File: src/rtl/analog_axis_conditioner_core_macros.svh
// Assertion macros shared by the conditioner RTL.
// No dependencies; included by the modules that carry assertions.
`ifndef ANALOG_AXIS_CONDITIONER_CORE_MACROS_SVH
`define ANALOG_AXIS_CONDITIONER_CORE_MACROS_SVH

// Same-cycle implication, disabled while reset is high.
`define AAC_ASSERT_IMP(lbl, clk, rst, ante, cons, msg) \
   lbl: assert property (@(posedge clk) disable iff (rst) (ante) |-> (cons)) \
      else $error(msg);

// Next-cycle implication, disabled while reset is high.
`define AAC_ASSERT_NXT(lbl, clk, rst, ante, cons, msg) \
   lbl: assert property (@(posedge clk) disable iff (rst) (ante) |=> (cons)) \
      else $error(msg);

`endif

File: src/rtl/aac_pkg.sv
// Shared constants and types for the analog axis conditioner.
// No dependencies; imported by every module of the block.
`default_nettype none

package aac_pkg;

   // Sample and filter widths.
   localparam int SAMPLE_BITS   = 12;
   localparam int FRACTION_BITS = 8;
   localparam int ALPHA_BITS    = 8;
   localparam int ACC_BITS      = SAMPLE_BITS + FRACTION_BITS;
   localparam int PROD_BITS     = ACC_BITS + ALPHA_BITS;
   localparam int NUM_BITS      = 2 * SAMPLE_BITS;
   localparam int DIV_COUNT_BITS = $clog2(SAMPLE_BITS);

   localparam logic [SAMPLE_BITS-1:0] FULL_SCALE    = '1;
   localparam logic [SAMPLE_BITS-1:0] QUARTER_SCALE = FULL_SCALE / 4;
   localparam logic [ALPHA_BITS-1:0]  DEFAULT_GAIN  = '1;

   // Axis mapping: level * 65535 / 4095 = level * 16 + level / 273.
   // The quotient by 273 comes from a reciprocal multiply that is exact
   // for every 12-bit level.
   localparam int AXIS_BITS       = 16;
   localparam int AXIS_GAIN_SHIFT = AXIS_BITS - SAMPLE_BITS;
   localparam int AXIS_RECIP_SHIFT = 20;
   localparam int AXIS_PROD_BITS  = SAMPLE_BITS + 12;
   localparam int AXIS_QUO_BITS   = AXIS_PROD_BITS - AXIS_RECIP_SHIFT;
   localparam logic [AXIS_PROD_BITS-1:0] AXIS_RECIP = 24'd3841;

   // Result transaction layout.
   localparam int RSP_BITS = 32;
   localparam int RSP_PAD_BITS = RSP_BITS - AXIS_BITS - SAMPLE_BITS - 1;

   // Configuration port.
   localparam int CSR_INDEX_BITS = 3;
   localparam int CSR_DATA_BITS  = 12;
   localparam logic [CSR_INDEX_BITS-1:0] REG_RANGE_MIN       = 3'd0;
   localparam logic [CSR_INDEX_BITS-1:0] REG_RANGE_MAX       = 3'd1;
   localparam logic [CSR_INDEX_BITS-1:0] REG_SMOOTHING_ALPHA = 3'd2;
   localparam logic [CSR_INDEX_BITS-1:0] REG_INVERT_LEVEL    = 3'd3;
   localparam logic [CSR_INDEX_BITS-1:0] REG_ACTIVITY_MODE   = 3'd4;
   localparam logic [CSR_INDEX_BITS-1:0] REG_REST_BASELINE   = 3'd5;

   localparam logic [SAMPLE_BITS-1:0] RESET_RANGE_MIN     = '0;
   localparam logic [SAMPLE_BITS-1:0] RESET_RANGE_MAX     = '1;
   localparam logic [SAMPLE_BITS-1:0] RESET_REST_BASELINE = 12'd2048;

   // Queue between front and back.
   localparam int QUEUE_DEPTH      = 2;
   localparam int QUEUE_PTR_BITS   = $clog2(QUEUE_DEPTH);
   localparam int QUEUE_COUNT_BITS = $clog2(QUEUE_DEPTH + 1);

   typedef struct packed {
      logic [SAMPLE_BITS-1:0] range_min;
      logic [SAMPLE_BITS-1:0] range_max;
      logic [ALPHA_BITS-1:0]  smoothing_alpha;
      logic                   invert_level;
      logic                   activity_mode;
      logic [SAMPLE_BITS-1:0] rest_baseline;
   } cfg_type;

   typedef struct packed {
      logic                   valid;
      logic [SAMPLE_BITS-1:0] level;
   } push_type;

endpackage

`default_nettype wire

File: src/rtl/aac_front.sv
// Front end: accepts samples, classifies them against the window and
// stretches in-window samples with a restoring divider. Uses aac_pkg.
`default_nettype none
`include "analog_axis_conditioner_core_macros.svh"

module aac_front (
   input  wire logic                          clock,
   input  wire logic                          reset,
   input  wire aac_pkg::cfg_type              cfg,
   input  wire logic                          req_tvalid,
   output logic                               req_tready,
   input  wire logic [aac_pkg::SAMPLE_BITS-1:0] sample,
   output aac_pkg::push_type                  push,
   input  wire logic                          push_ready
);
   import aac_pkg::*;

   localparam logic [1:0] ST_IDLE = 2'd0;
   localparam logic [1:0] ST_DIV  = 2'd1;
   localparam logic [1:0] ST_PUSH = 2'd2;

   logic [1:0]                state_ff, state_in;
   logic [SAMPLE_BITS-1:0]    value_ff, value_in;
   logic [SAMPLE_BITS-1:0]    rem_ff, rem_in;
   logic [SAMPLE_BITS-1:0]    num_ff, num_in;
   logic [SAMPLE_BITS-1:0]    den_ff, den_in;
   logic [DIV_COUNT_BITS-1:0] count_ff, count_in;

   logic                      accept;
   logic [SAMPLE_BITS-1:0]    offset;
   logic [NUM_BITS-1:0]       numerator;
   logic [SAMPLE_BITS:0]      trial;
   logic [SAMPLE_BITS:0]      trial_diff;
   logic                      qbit;

   assign req_tready = (state_ff == ST_IDLE);
   assign accept     = req_tvalid && req_tready;

   // Offset into the window scaled by full scale, without a multiplier.
   assign offset    = sample - cfg.range_min;
   assign numerator = {offset, {SAMPLE_BITS{1'b0}}} - {{SAMPLE_BITS{1'b0}}, offset};

   // One restoring divider step: bring down the next numerator bit.
   assign trial      = {rem_ff, num_ff[SAMPLE_BITS-1]};
   assign trial_diff = trial - {1'b0, den_ff};
   assign qbit       = (trial >= {1'b0, den_ff});

   // Sequencer for classification, division and hand-off.
   always_comb begin
      state_in = state_ff;
      value_in = value_ff;
      rem_in   = rem_ff;
      num_in   = num_ff;
      den_in   = den_ff;
      count_in = count_ff;
      case (state_ff)
         ST_IDLE: begin
            if (accept) begin
               if (cfg.range_max <= cfg.range_min) begin
                  value_in = sample;
                  state_in = ST_PUSH;
               end else if (sample <= cfg.range_min) begin
                  value_in = '0;
                  state_in = ST_PUSH;
               end else if (sample >= cfg.range_max) begin
                  value_in = FULL_SCALE;
                  state_in = ST_PUSH;
               end else begin
                  den_in   = cfg.range_max - cfg.range_min;
                  rem_in   = numerator[NUM_BITS-1:SAMPLE_BITS];
                  num_in   = numerator[SAMPLE_BITS-1:0];
                  count_in = '0;
                  state_in = ST_DIV;
               end
            end
         end
         ST_DIV: begin
            rem_in   = qbit ? trial_diff[SAMPLE_BITS-1:0] : trial[SAMPLE_BITS-1:0];
            num_in   = {num_ff[SAMPLE_BITS-2:0], 1'b0};
            value_in = {value_ff[SAMPLE_BITS-2:0], qbit};
            count_in = count_ff + 1'b1;
            if (count_ff == DIV_COUNT_BITS'(SAMPLE_BITS - 1)) begin
               state_in = ST_PUSH;
            end
         end
         ST_PUSH: begin
            if (push_ready) begin
               state_in = ST_IDLE;
            end
         end
         default: begin
            state_in = ST_IDLE;
         end
      endcase
   end

   assign push.valid = (state_ff == ST_PUSH);
   assign push.level = value_ff;

   // Control state is reset; the datapath registers are not.
   always_ff @(posedge clock) begin
      if (reset) begin
         state_ff <= ST_IDLE;
         count_ff <= '0;
      end else begin
         state_ff <= state_in;
         count_ff <= count_in;
      end
   end

   always_ff @(posedge clock) begin
      value_ff <= value_in;
      rem_ff   <= rem_in;
      num_ff   <= num_in;
      den_ff   <= den_in;
   end

   `AAC_ASSERT_IMP(a_div_rem_below_den, clock, reset, state_ff == ST_DIV,
                   rem_ff < den_ff, "divider remainder reached the divisor")

endmodule

`default_nettype wire

File: src/rtl/aac_queue.sv
// Two-entry queue carrying stretched levels from the front to the back.
// Uses aac_pkg for its depth and entry type.
`default_nettype none
`include "analog_axis_conditioner_core_macros.svh"

module aac_queue (
   input  wire logic                            clock,
   input  wire logic                            reset,
   input  wire aac_pkg::push_type               push,
   output logic                                 push_ready,
   output logic                                 pop_valid,
   output logic [aac_pkg::SAMPLE_BITS-1:0]      pop_level,
   input  wire logic                            pop_ready
);
   import aac_pkg::*;

   logic [SAMPLE_BITS-1:0]      mem [QUEUE_DEPTH];
   logic [QUEUE_PTR_BITS-1:0]   wr_ptr_ff, wr_ptr_in;
   logic [QUEUE_PTR_BITS-1:0]   rd_ptr_ff, rd_ptr_in;
   logic [QUEUE_COUNT_BITS-1:0] count_ff, count_in;
   logic                        do_push;
   logic                        do_pop;

   assign push_ready = (count_ff != QUEUE_COUNT_BITS'(QUEUE_DEPTH));
   assign pop_valid  = (count_ff != '0);
   assign pop_level  = mem[rd_ptr_ff];
   assign do_push    = push.valid && push_ready;
   assign do_pop     = pop_valid && pop_ready;

   // Pointer and occupancy update.
   always_comb begin
      wr_ptr_in = wr_ptr_ff;
      rd_ptr_in = rd_ptr_ff;
      count_in  = count_ff;
      if (do_push) begin
         wr_ptr_in = (wr_ptr_ff == QUEUE_PTR_BITS'(QUEUE_DEPTH - 1)) ? '0 : wr_ptr_ff + 1'b1;
      end
      if (do_pop) begin
         rd_ptr_in = (rd_ptr_ff == QUEUE_PTR_BITS'(QUEUE_DEPTH - 1)) ? '0 : rd_ptr_ff + 1'b1;
      end
      if (do_push && !do_pop) begin
         count_in = count_ff + 1'b1;
      end else if (do_pop && !do_push) begin
         count_in = count_ff - 1'b1;
      end
   end

   always_ff @(posedge clock) begin
      if (reset) begin
         wr_ptr_ff <= '0;
         rd_ptr_ff <= '0;
         count_ff  <= '0;
      end else begin
         wr_ptr_ff <= wr_ptr_in;
         rd_ptr_ff <= rd_ptr_in;
         count_ff  <= count_in;
      end
   end

   // Entry storage.
   always_ff @(posedge clock) begin
      if (do_push) begin
         mem[wr_ptr_ff] <= push.level;
      end
   end

   `AAC_ASSERT_IMP(a_count_in_range, clock, reset, 1'b1,
                   count_ff <= QUEUE_COUNT_BITS'(QUEUE_DEPTH), "queue count beyond depth")
   `AAC_ASSERT_NXT(a_pop_only_not_empty, clock, reset, count_ff == '0 && !push.valid,
                   count_ff == '0, "queue count moved without a push")

endmodule

`default_nettype wire

File: src/rtl/aac_back.sv
// Back end: exponential smoothing, inversion, axis mapping and activity
// flag, with the result register toward the output. Uses aac_pkg.
`default_nettype none
`include "analog_axis_conditioner_core_macros.svh"

module aac_back (
   input  wire logic                            clock,
   input  wire logic                            reset,
   input  wire aac_pkg::cfg_type                cfg,
   input  wire logic                            pop_valid,
   input  wire logic [aac_pkg::SAMPLE_BITS-1:0] pop_level,
   output logic                                 pop_ready,
   output logic                                 rsp_tvalid,
   input  wire logic                            rsp_tready,
   output logic [aac_pkg::RSP_BITS-1:0]         rsp_tdata
);
   import aac_pkg::*;

   localparam logic [2:0] ST_IDLE  = 3'd0;
   localparam logic [2:0] ST_MUL   = 3'd1;
   localparam logic [2:0] ST_UPD   = 3'd2;
   localparam logic [2:0] ST_LEVEL = 3'd3;
   localparam logic [2:0] ST_AXIS  = 3'd4;
   localparam logic [2:0] ST_DONE  = 3'd5;

   logic [2:0]                state_ff, state_in;
   logic [ACC_BITS-1:0]       acc_ff, acc_in;
   logic                      seeded_ff, seeded_in;
   logic [ACC_BITS-1:0]       target_ff;
   logic                      up_ff;
   logic [PROD_BITS-1:0]      prod_ff;
   logic [SAMPLE_BITS-1:0]    level_ff;
   logic [AXIS_PROD_BITS-1:0] recip_ff;
   logic                      rsp_valid_ff, rsp_valid_in;
   logic [RSP_BITS-1:0]       rsp_data_ff;

   logic [ALPHA_BITS-1:0]     gain;
   logic                      up;
   logic [ACC_BITS-1:0]       diff;
   logic [ACC_BITS-1:0]       step;
   logic [SAMPLE_BITS-1:0]    raw_level;
   logic [AXIS_BITS-1:0]      axis_sum;
   logic [AXIS_BITS-1:0]      axis_value;
   logic [SAMPLE_BITS-1:0]    base_dist;
   logic                      active;
   logic                      load;

   assign pop_ready = (state_ff == ST_IDLE);

   // Filter datapath: gain times distance, then a truncated step.
   assign gain      = (cfg.smoothing_alpha == '0) ? DEFAULT_GAIN : cfg.smoothing_alpha;
   assign up        = (target_ff > acc_ff);
   assign diff      = up ? (target_ff - acc_ff) : (acc_ff - target_ff);
   assign step      = prod_ff[PROD_BITS-1:ALPHA_BITS];
   assign raw_level = acc_ff[ACC_BITS-1:FRACTION_BITS];

   // Axis value: level * 16 plus level / 273, then offset by half range.
   assign axis_sum   = {level_ff, {AXIS_GAIN_SHIFT{1'b0}}}
                     + {{(AXIS_BITS-AXIS_QUO_BITS){1'b0}},
                        recip_ff[AXIS_PROD_BITS-1:AXIS_RECIP_SHIFT]};
   assign axis_value = {~axis_sum[AXIS_BITS-1], axis_sum[AXIS_BITS-2:0]};

   // Activity flag.
   assign base_dist = (level_ff > cfg.rest_baseline) ? (level_ff - cfg.rest_baseline)
                                                     : (cfg.rest_baseline - level_ff);
   assign active = cfg.activity_mode ? (base_dist > QUARTER_SCALE)
                                     : (level_ff > QUARTER_SCALE);

   assign load = (state_ff == ST_DONE) && (!rsp_valid_ff || rsp_tready);

   // Sequencer for one filter update and its result.
   always_comb begin
      state_in  = state_ff;
      acc_in    = acc_ff;
      seeded_in = seeded_ff;
      case (state_ff)
         ST_IDLE: begin
            if (pop_valid) begin
               state_in = ST_MUL;
            end
         end
         ST_MUL: begin
            state_in = ST_UPD;
         end
         ST_UPD: begin
            if (!seeded_ff) begin
               acc_in = target_ff;
            end else if (up_ff) begin
               acc_in = acc_ff + step;
            end else begin
               acc_in = acc_ff - step;
            end
            seeded_in = 1'b1;
            state_in  = ST_LEVEL;
         end
         ST_LEVEL: begin
            state_in = ST_AXIS;
         end
         ST_AXIS: begin
            state_in = ST_DONE;
         end
         ST_DONE: begin
            if (load) begin
               state_in = ST_IDLE;
            end
         end
         default: begin
            state_in = ST_IDLE;
         end
      endcase
   end

   // The result register frees once its transaction completes.
   always_comb begin
      rsp_valid_in = rsp_valid_ff;
      if (load) begin
         rsp_valid_in = 1'b1;
      end else if (rsp_tready) begin
         rsp_valid_in = 1'b0;
      end
   end

   always_ff @(posedge clock) begin
      if (reset) begin
         state_ff     <= ST_IDLE;
         acc_ff       <= '0;
         seeded_ff    <= 1'b0;
         rsp_valid_ff <= 1'b0;
      end else begin
         state_ff     <= state_in;
         acc_ff       <= acc_in;
         seeded_ff    <= seeded_in;
         rsp_valid_ff <= rsp_valid_in;
      end
   end

   // Datapath registers, each loaded in its own stage of the sequence.
   always_ff @(posedge clock) begin
      if (state_ff == ST_IDLE && pop_valid) begin
         target_ff <= {pop_level, {FRACTION_BITS{1'b0}}};
      end
      if (state_ff == ST_MUL) begin
         up_ff   <= up;
         prod_ff <= PROD_BITS'(gain) * PROD_BITS'(diff);
      end
      if (state_ff == ST_LEVEL) begin
         level_ff <= cfg.invert_level ? (FULL_SCALE - raw_level) : raw_level;
      end
      if (state_ff == ST_AXIS) begin
         recip_ff <= AXIS_PROD_BITS'(level_ff) * AXIS_RECIP;
      end
      if (load) begin
         rsp_data_ff <= {{RSP_PAD_BITS{1'b0}}, active, level_ff, axis_value};
      end
   end

   assign rsp_tvalid = rsp_valid_ff;
   assign rsp_tdata  = rsp_data_ff;

   `AAC_ASSERT_NXT(a_seeded_after_update, clock, reset, state_ff == ST_UPD,
                   seeded_ff, "filter not seeded after an update")
   `AAC_ASSERT_IMP(a_load_needs_slot, clock, reset, state_ff == ST_DONE && rsp_valid_ff
                   && !rsp_tready, !load, "result register overwritten while held")

endmodule

`default_nettype wire

File: src/rtl/analog_axis_conditioner_core.sv
// Top level of the analog axis conditioner: configuration registers and
// the front, queue and back stages. Depends on aac_pkg and its submodules.
`default_nettype none

// The conditioner takes one 12-bit sample per req transaction and returns
// one rsp transaction with the axis value, the smoothed level and the
// activity flag. A sample inside the sensitivity window passes through a
// twelve-step restoring divider, so the front spends longer on it than on
// a sample that is clamped or passed through, and takes no new sample
// until it has pushed the last. The back steps through the filter update
// and axis mapping for each sample, so a run of clamped samples is paced
// by the back. A two-entry queue lets the front take the next sample while
// the back works, and the result register lets the back continue while a
// result waits. Write configuration only while no sample is in flight.
module analog_axis_conditioner_core (
   input  wire logic                                clock,
   input  wire logic                                reset,
   // Sample input.
   input  wire logic                                req_tvalid,
   output logic                                     req_tready,
   input  wire logic [15:0]                         req_tdata,  // [11:0] sample
   // Result output.
   output logic                                     rsp_tvalid,
   input  wire logic                                rsp_tready,
   // [15:0] axis_value, [27:16] level, [28] active
   output logic [aac_pkg::RSP_BITS-1:0]             rsp_tdata,
   // Configuration writes.
   input  wire logic                                csr_valid,
   output logic                                     csr_ready,
   input  wire logic [aac_pkg::CSR_INDEX_BITS-1:0]  csr_index,
   input  wire logic [aac_pkg::CSR_DATA_BITS-1:0]   csr_data
);
   import aac_pkg::*;

   cfg_type                cfg_ff, cfg_in;
   push_type               push;
   logic                   push_ready;
   logic                   pop_valid;
   logic                   pop_ready;
   logic [SAMPLE_BITS-1:0] pop_level;

   assign csr_ready = 1'b1;

   // Register file write; indexes beyond the list are dropped.
   always_comb begin
      cfg_in = cfg_ff;
      if (csr_valid && csr_ready) begin
         case (csr_index)
            REG_RANGE_MIN:       cfg_in.range_min       = csr_data[SAMPLE_BITS-1:0];
            REG_RANGE_MAX:       cfg_in.range_max       = csr_data[SAMPLE_BITS-1:0];
            REG_SMOOTHING_ALPHA: cfg_in.smoothing_alpha = csr_data[ALPHA_BITS-1:0];
            REG_INVERT_LEVEL:    cfg_in.invert_level    = csr_data[0];
            REG_ACTIVITY_MODE:   cfg_in.activity_mode   = csr_data[0];
            REG_REST_BASELINE:   cfg_in.rest_baseline   = csr_data[SAMPLE_BITS-1:0];
            default:             cfg_in = cfg_ff;
         endcase
      end
   end

   always_ff @(posedge clock) begin
      if (reset) begin
         cfg_ff.range_min       <= RESET_RANGE_MIN;
         cfg_ff.range_max       <= RESET_RANGE_MAX;
         cfg_ff.smoothing_alpha <= '0;
         cfg_ff.invert_level    <= 1'b0;
         cfg_ff.activity_mode   <= 1'b0;
         cfg_ff.rest_baseline   <= RESET_REST_BASELINE;
      end else begin
         cfg_ff <= cfg_in;
      end
   end

   aac_front u_front (
      .clock      (clock),
      .reset      (reset),
      .cfg        (cfg_ff),
      .req_tvalid (req_tvalid),
      .req_tready (req_tready),
      .sample     (req_tdata[SAMPLE_BITS-1:0]),
      .push       (push),
      .push_ready (push_ready)
   );

   aac_queue u_queue (
      .clock      (clock),
      .reset      (reset),
      .push       (push),
      .push_ready (push_ready),
      .pop_valid  (pop_valid),
      .pop_level  (pop_level),
      .pop_ready  (pop_ready)
   );

   aac_back u_back (
      .clock      (clock),
      .reset      (reset),
      .cfg        (cfg_ff),
      .pop_valid  (pop_valid),
      .pop_level  (pop_level),
      .pop_ready  (pop_ready),
      .rsp_tvalid (rsp_tvalid),
      .rsp_tready (rsp_tready),
      .rsp_tdata  (rsp_tdata)
   );

endmodule

`default_nettype wire
File: config.mk
export PLATFORM = sky130hd
export DESIGN_NAME = analog_axis_conditioner_core
export DESIGN_NICKNAME = d
export VERILOG_FILES = /design/src/rtl/aac_pkg.sv /design/src/rtl/aac_front.sv /design/src/rtl/aac_queue.sv /design/src/rtl/aac_back.sv /design/src/rtl/analog_axis_conditioner_core.sv
export VERILOG_INCLUDE_DIRS = /design/src /design/src/rtl
export SDC_FILE = /design/constraint.sdc
export NUM_CORES = 1
export LEC_CHECK = 0
export BUFFER_PORTS_ARGS = -buffer_cell sky130_fd_sc_hd__buf_2
export CAP_MARGIN = 15
export CORE_ASPECT_RATIO = 1.25
export CORE_UTILIZATION = 55
export DETAILED_ROUTE_END_ITERATION = 10
export GPL_ROUTABILITY_DRIVEN = 0
export GPL_TIMING_DRIVEN = 0
export PLACE_DENSITY = 0.73
export SLEW_MARGIN = 20
export SYNTH_ARGS = -nofsm -noshare
export SYNTH_HDL_FRONTEND = slang
export SYNTH_SLANG_ARGS = --single-unit
File: constraint.sdc
create_clock -name clock -period 7.1 [get_ports clock]
set_input_delay 0 -clock clock [delete_from_list [all_inputs] [get_ports clock]]
set_output_delay 0 -clock clock [all_outputs]
set_load 0.02 [all_outputs]
; ---- Word level (Yosys, flattened, before mapping)
; Memories as Yosys holds them, arrays and structs flattened. A register that Yosys moved wholly into a read port is not among the register bits.
; Cells that the tools add are included.
[classes]
multipliers = 2
muxes = 46
n_lt_le_gt_ge = 8
bitwise = 4
reduce_logical = 29
n_eq_ne = 23
n_addsub = 17
[op_table]
columns = cell, count
row1 = 2-to-1 mux 12 bit, 15
row2 = case mux 12 bit (2 select lines), 3
row3 = 2-to-1 mux 20 bit, 3
row4 = subtractor 12 bit, 5
row5 = subtractor 20 bit, 3
row6 = multiplier 8 x 20 -> 28 bit, 1
row7 = "greater-than comparator 12 x 10 -> 1 bit, second input constant", 2
row8 = <= comparator 12 bit, 2
row9 = "multiplier 12 x 12 -> 24 bit, second input constant", 1
row10 = subtractor 24 x 12 -> 24 bit, 1
row11 = adder 20 bit, 1
row12 = greater-than comparator 20 bit, 1
row13 = case mux 3 bit (6 select lines), 1
row14 = adder 16 x 4 -> 16 bit, 1
row15 = 2-to-1 mux 2 bit, 8
row16 = 2-to-1 mux 4 bit, 4
row17 = AND reduction 2 bit, 7
row18 = >= comparator 13 x 12 -> 1 bit, 1
row19 = "== test 3 x 2 -> 1 bit, second input constant", 4
row20 = "== test 3 bit, second input constant", 4
row21 = >= comparator 12 bit, 1
row22 = greater-than comparator 12 bit, 1
row23 = "inequality test 2 bit, second input constant", 6
row24 = "subtractor 12 bit, first input constant", 1
row25 = other kinds (25), 52
[totals]
in_bits = 36
wordCells = 154
ramBits = 24
out_inout_bits = 35
n_memories = 1
regBits = 223
[mem_list]
columns = memory, depth, width, read_ports, rd_clocked_by_memory_dff, write_ports, line_no
row1 = u_queue.mem, 2, 12, 1, 1, 1, aac_queue.sv:17  ; logic [SAMPLE_BITS-1:0] mem [QUEUE_DEPTH];

; ---- Longest topological paths before layout
[logic_depth]
ltp_word = 7
ltp_mapped = 32
ltp_nobuf = 30

; ---- Hierarchy
; A second synthesis with hierarchy kept.
[hier_totals]
cells_unflattened = 2178
area_unflattened_um2 = 20586.0
[modules_own_cells]
columns = module, area_each_um2, n_inst, seq_area_each_um2, cells_per_inst
row1 = aac_back, 12543.3, 1, 2512.4, 1353
row2 = aac_front, 5057.4, 1, 1561.5, 580
row3 = analog_axis_conditioner_core, 1901.8, 1, 920.9, 184
row4 = aac_queue, 1083.5, 1, 820.8, 61

; ---- Least setup slack after synthesis
; No wires, ideal clock.
[synth_path]
kind = reg2reg
startpoint = reg u_back.target_ff[17] (read register of u_queue.mem)
endpoint = reg u_back.prod_ff[27], data pin
setup_time_ns = 0.260
path_stages_with_launch = 31
synth_period_minus_slack_ns = 6.866
t_required_ns = 6.840
n_path_buf = 2
path_slack_ns = 0.234
t_arrival_ns = 6.607
path_cell_list = edfxtp_1 -> inv_1 -> ha_1 -> clkbuf_2 -> nand4_1 -> nor3_1 -> o21ai_0 -> a32o_2 -> buf_2 -> nor3_1 -> a21oi_1 -> a221o_1 -> nand2_1 -> nand2_1 -> xor2_1 -> nand2_1 -> fa_1 -> fa_1 -> fa_1 -> fa_1 -> inv_1 -> ha_1 -> a21o_1 -> a21o_1 -> a21o_1 -> a21o_1 -> a21oi_1 -> a311oi_2 -> o21a_1 -> nor2_1 -> xnor2_1
[synth_between]
elab_chain_cells = 3
elab_cells_between_ends = 5
cone_classes = 2 x add/sub / 1 x mul / 1 x order compare / 1 x mux
[synth_lines]
columns = item, line_no
row1 = from (decl), aac_back.sv:29  ; logic [ACC_BITS-1:0] target_ff;
row2 = subtractor 20 bit or greater-than comparator 20 bit (tied branches), "aac_back.sv:53, aac_back.sv:52"
row3 = 2-to-1 mux 20 bit *, aac_back.sv:53  ; assign diff = up ? (target_ff - acc_ff) : (acc_ff - target_ff);
row4 = multiplier 8 x 20 -> 28 bit *, aac_back.sv:144  ; prod_ff <= PROD_BITS'(gain) * PROD_BITS'(diff);
row5 = to (signal assigned), aac_back.sv:144
row6 = to (decl), aac_back.sv:31  ; logic [PROD_BITS-1:0] prod_ff;
; Mark *: on every way between the ends. The rest lies on a longest branch, timed or not.
; A chain may end at the register's enable or synchronous reset.

; ---- Worst setup path in the final report
[layout_path]
startpoint = reg u_back.target_ff[16] (read register of u_queue.mem)
endpoint = reg u_back.prod_ff[27], data pin
; Same word-level chain as after synthesis.

==> results.sh <==
export IMPL_status="finished with violations"
export IMPL_violations="setup timing"
export IMPL_cts_max_path_buffers=3
export IMPL_rsz0062_at_grt="true"
export IMPL_grt_pass1_wl_mm=80.4
export IMPL_synthCells=2119
export IMPL_yosys_area_top_type="edfxtp_1"
export IMPL_wl_per_cell_um=18.5
export IMPL_layout_drive_gt1_share_pct=15.3
export IMPL_synth_adder_area_share_pct=27.9
export IMPL_vias=16100
export IMPL_num_antenna_cells=0
export IMPL_cts_sinks=220
export IMPL_clkSlewWorstSetupHoldPaths_ps=60
export IMPL_synth_top_area_share_pct=21.4
export IMPL_ys_flop_type="edfxtp_1"
export IMPL_ys_warn_count=0
export IMPL_synth_avg_cell_area_um2=9.22
export IMPL_synth_simple_gate_area_share_pct=15.2
export IMPL_io_buffer_count=62
export IMPL_synth_top_cells_by_area="edfxtp_1 21%, ha_1 14%, fa_1 14%, dfxtp_1 8.3%, nor2_1 5.1%"
export IMPL_finClkSkew_ps=16.4
export IMPL_crit_path_end_kind="flop"
export IMPL_ys_seq_area_share_pct=29.7
export IMPL_syn_to_final_growth_pct=17.7
export IMPL_setup_ws_ps=-252
export IMPL_synth_edff_count=139
export IMPL_final_core_util_pct=66.3
export IMPL_drt_pre_antenna_iters=5
export IMPL_synth_ff_latch_count=220
export IMPL_synth_distinct_cells=76
export IMPL_synth_top_family_by_area="adder cells"
export IMPL_routed_wirelength_mm=51.5
export IMPL_max_clock_freq_mhz=136
export IMPL_cp_max_fo=7
export IMPL_fp_row_count=76
export IMPL_async_flop_share_pct=0
export IMPL_ant_nets=0
export IMPL_arrival_ps=7620
export IMPL_cts_root_buf="clkbuf_16"
export IMPL_finalSetupViolCount=7
export IMPL_die_h_um=213
export IMPL_finalHoldViolCount=0
export IMPL_seq_area_um2=5810
export IMPL_dp_worst_setup_slack_ps=-1200
export IMPL_tightest_slew_ps=1010
export IMPL_maxSlewViolCount=0
export IMPL_post_route_min_period_ps=7350
export IMPL_multi_input_area_um2=13200
export IMPL_cpPeakStageDelay_ps=540
export IMPL_drc=0
export IMPL_cts_max_level=1
export IMPL_grt_pass1_vias=16200
export IMPL_cp_required_ps=7370
export IMPL_synth_xor_area_share_pct=5.43
export IMPL_syn_area_um2=19500
export IMPL_cpMaxStageDelayCell="fa_1"
export IMPL_clk_latency_ps=530
export IMPL_via_per_inst=5.77
export IMPL_drtIter0Drc=1252
export IMPL_synth_compound_area_share_pct=12.6
export IMPL_grt_usage_pct=28.2
export IMPL_fin_crit_sh_pct=104
export IMPL_holdCritPathClass="in -> reg"
export IMPL_hpwl_mm=38.5
export IMPL_start_kind="flop"
export IMPL_crit_type="reg -> reg"
export IMPL_fill_cells=2649
export IMPL_coreArea_um2=34700
export IMPL_design_final_nets=2692
export IMPL_max_slew_margin_rel_pct=32.1
export IMPL_grt_max_degree=25
export IMPL_cts_tree="done"
export IMPL_fp_dieW_um=171
export IMPL_start_util_pct=56.3
export IMPL_drv_cap=0
export IMPL_dieArea_um2=36300
export IMPL_gr_total_overflow=0
export IMPL_io_pin_count=71
export IMPL_antenna_found_initial=0
export IMPL_path_common_cell="fa_1"
export IMPL_synth_area_mux_share_pct=2.35
export IMPL_numCtsBuffers=24
-- layout by cell type (no fill, tap or decap), types with 10 or more instances in the layout --
| cell | Yosys | final |
|---|---|---|
| inv_1 | 261 | 254 |
| nor2_1 | 265 | 254 |
| ha_1 | 222 | 197 |
| nand2_1 | 163 | 158 |
| edfxtp_1 | 139 | 139 |
| a21oi_1 | 137 | 127 |
| fa_1 | 133 | 127 |
| buf_4 | 15 | 73 |
| o21ai_0 | 76 | 72 |
| dfxtp_1 | 81 | 71 |
| buf_2 | 2 | 62 |
| xnor2_1 | 66 | 54 |
| clkbuf_1 | 53 | 50 |
| xor2_1 | 55 | 50 |
| a21o_1 | 44 | 44 |
| nor3_1 | 39 | 32 |
| dlygate4sd3_1 | 0 | 32 |
| nor2b_1 | 29 | 29 |
| nand2b_1 | 30 | 28 |
| clkbuf_16 | 0 | 26 |
| mux2i_1 | 23 | 22 |
| ha_4 | 0 | 22 |
| or2_2 | 22 | 21 |
| a211oi_1 | 19 | 19 |
| mux2_2 | 19 | 19 |
| nand4_1 | 16 | 16 |
| o21a_1 | 17 | 16 |
| or3_1 | 13 | 13 |
| nand3_1 | 14 | 13 |
| and2_1 | 14 | 13 |
| a211o_1 | 14 | 13 |
| o211ai_1 | 10 | 10 |
| xnor2_2 | 0 | 10 |
-- synthesized netlist by cell type, types with 17 or more instances --
library cell,number
mux2i_1,23
xor2_1,55
clkbuf_1,53
edfxtp_1,139
a211oi_1,19
a21o_1,44
dfxtp_1,81
or2_2,22
o21a_1,17
inv_1,261
a21oi_1,137
fa_1,133
o21ai_0,76
xnor2_1,66
nand2b_1,30
ha_1,222
nor2b_1,29
nand2_1,163
mux2_2,19
nor2_1,265
nor3_1,39
-- layout make-up --
class | instances | share of cell area (%)
Timing Repair Buffer | 161 | 5.19
Clock inverter | 15 | 0.903
Multi-Input combinational cell | 1560 | 57.4
Inverter | 262 | 4.29
Tap cell | 468 | 2.55
Clock buffer | 29 | 2.83
Sequential cell | 220 | 25.3
Buffer | 72 | 1.60
-- worst max-delay path, delay by kind of cell (launching register included) --
| family | cells | cell delay (ps) |
|---|---|---|
| AOI/OAI and AO/OA | 8 | 1920 |
| xor gates and xnor gates | 2 | 310 |
| adders and majority gates | 6 | 2590 |
| buffers and inverters | 6 | 540 |
| DFF | 1 | 410 |
| and+or+nand+nor | 8 | 1330 |
-- registers in the layout, summed over array words and instances (netlist names) --
name               count
u_front.count_ff       4
u_queue.rd_ptr_ff      1
u_front.rem_ff        12
u_front.den_ff        12
cfg_ff                46
u_front.state_ff       2
u_back.level_ff       12
u_back.up_ff           1
u_back.prod_ff        20
u_back.target_ff      12
u_back.rsp_tdata      18
u_front.num_ff        12
u_queue.wr_ptr_ff      1
u_back.state_ff        3
u_front.value_ff      12
u_queue.count_ff       2
u_back.seeded_ff       1
u_back.rsp_tvalid      1
u_back.recip_ff        4
u_queue.mem           24
u_back.acc_ff         20
-- per-layer routing --
metal	GRT usage, %	vias up	share of wire, %
met5	0	-	0
met4	15.9	0	6.2
met3	2.82	206	5.2
met2	51.6	587	52
met1	31.9	7777	37
li1	-	7511	-
-- kinds of logic (layout without fill, tap and decap cells) --
family | Yosys count | after routing
fa+ha+maj | 355 | 355
xor+xnor | 121 | 121
mux | 43 | 43
flops | 220 | 220
other cells | 2 | 4
compound gates | 391 | 391
simple gates | 646 | 646
buf+inv | 341 | 539
-- through the flow --
step,setup TNS [ps],area [um^2],instances,hold slack [ps]
floorplan,0,19500,2121,118
global placement,-13980,20400,2651,281
detailed placement,-15860,20500,2654,286
CTS,-82.3,22300,2754,0.499
global route,-2620,23000,2787,44.2
finish,-701,23000,2787,44.3
-- final timing paths --
path | endpoint | from | cells past startpoint | slack, ps
worst max-delay path | u_back.prod_ff[27] | u_back.target_ff[16] | 30 | -250
worst min-delay path | u_front.state_ff[1] | req_tvalid | 5 | 40
worst max register to register | u_back.prod_ff[27] | u_back.target_ff[16] | 30 | -250
worst min register to register | u_back.rsp_tdata[3] | u_back.recip_ff[23] | 0 | 420
-- timing repair --
action,4_1_cts,5_1_grt
hold buffers,32,0
endpoints found under the hold margin,59,0
setup buffers,31,32
pin swaps,27,71
cloned,0,1
endpoints found under the setup margin,19,12
gates resized for setup,81,81
Power is not shown: default switching activity piles up to over one toggle a cycle in this logic, so the estimate is an artifact.
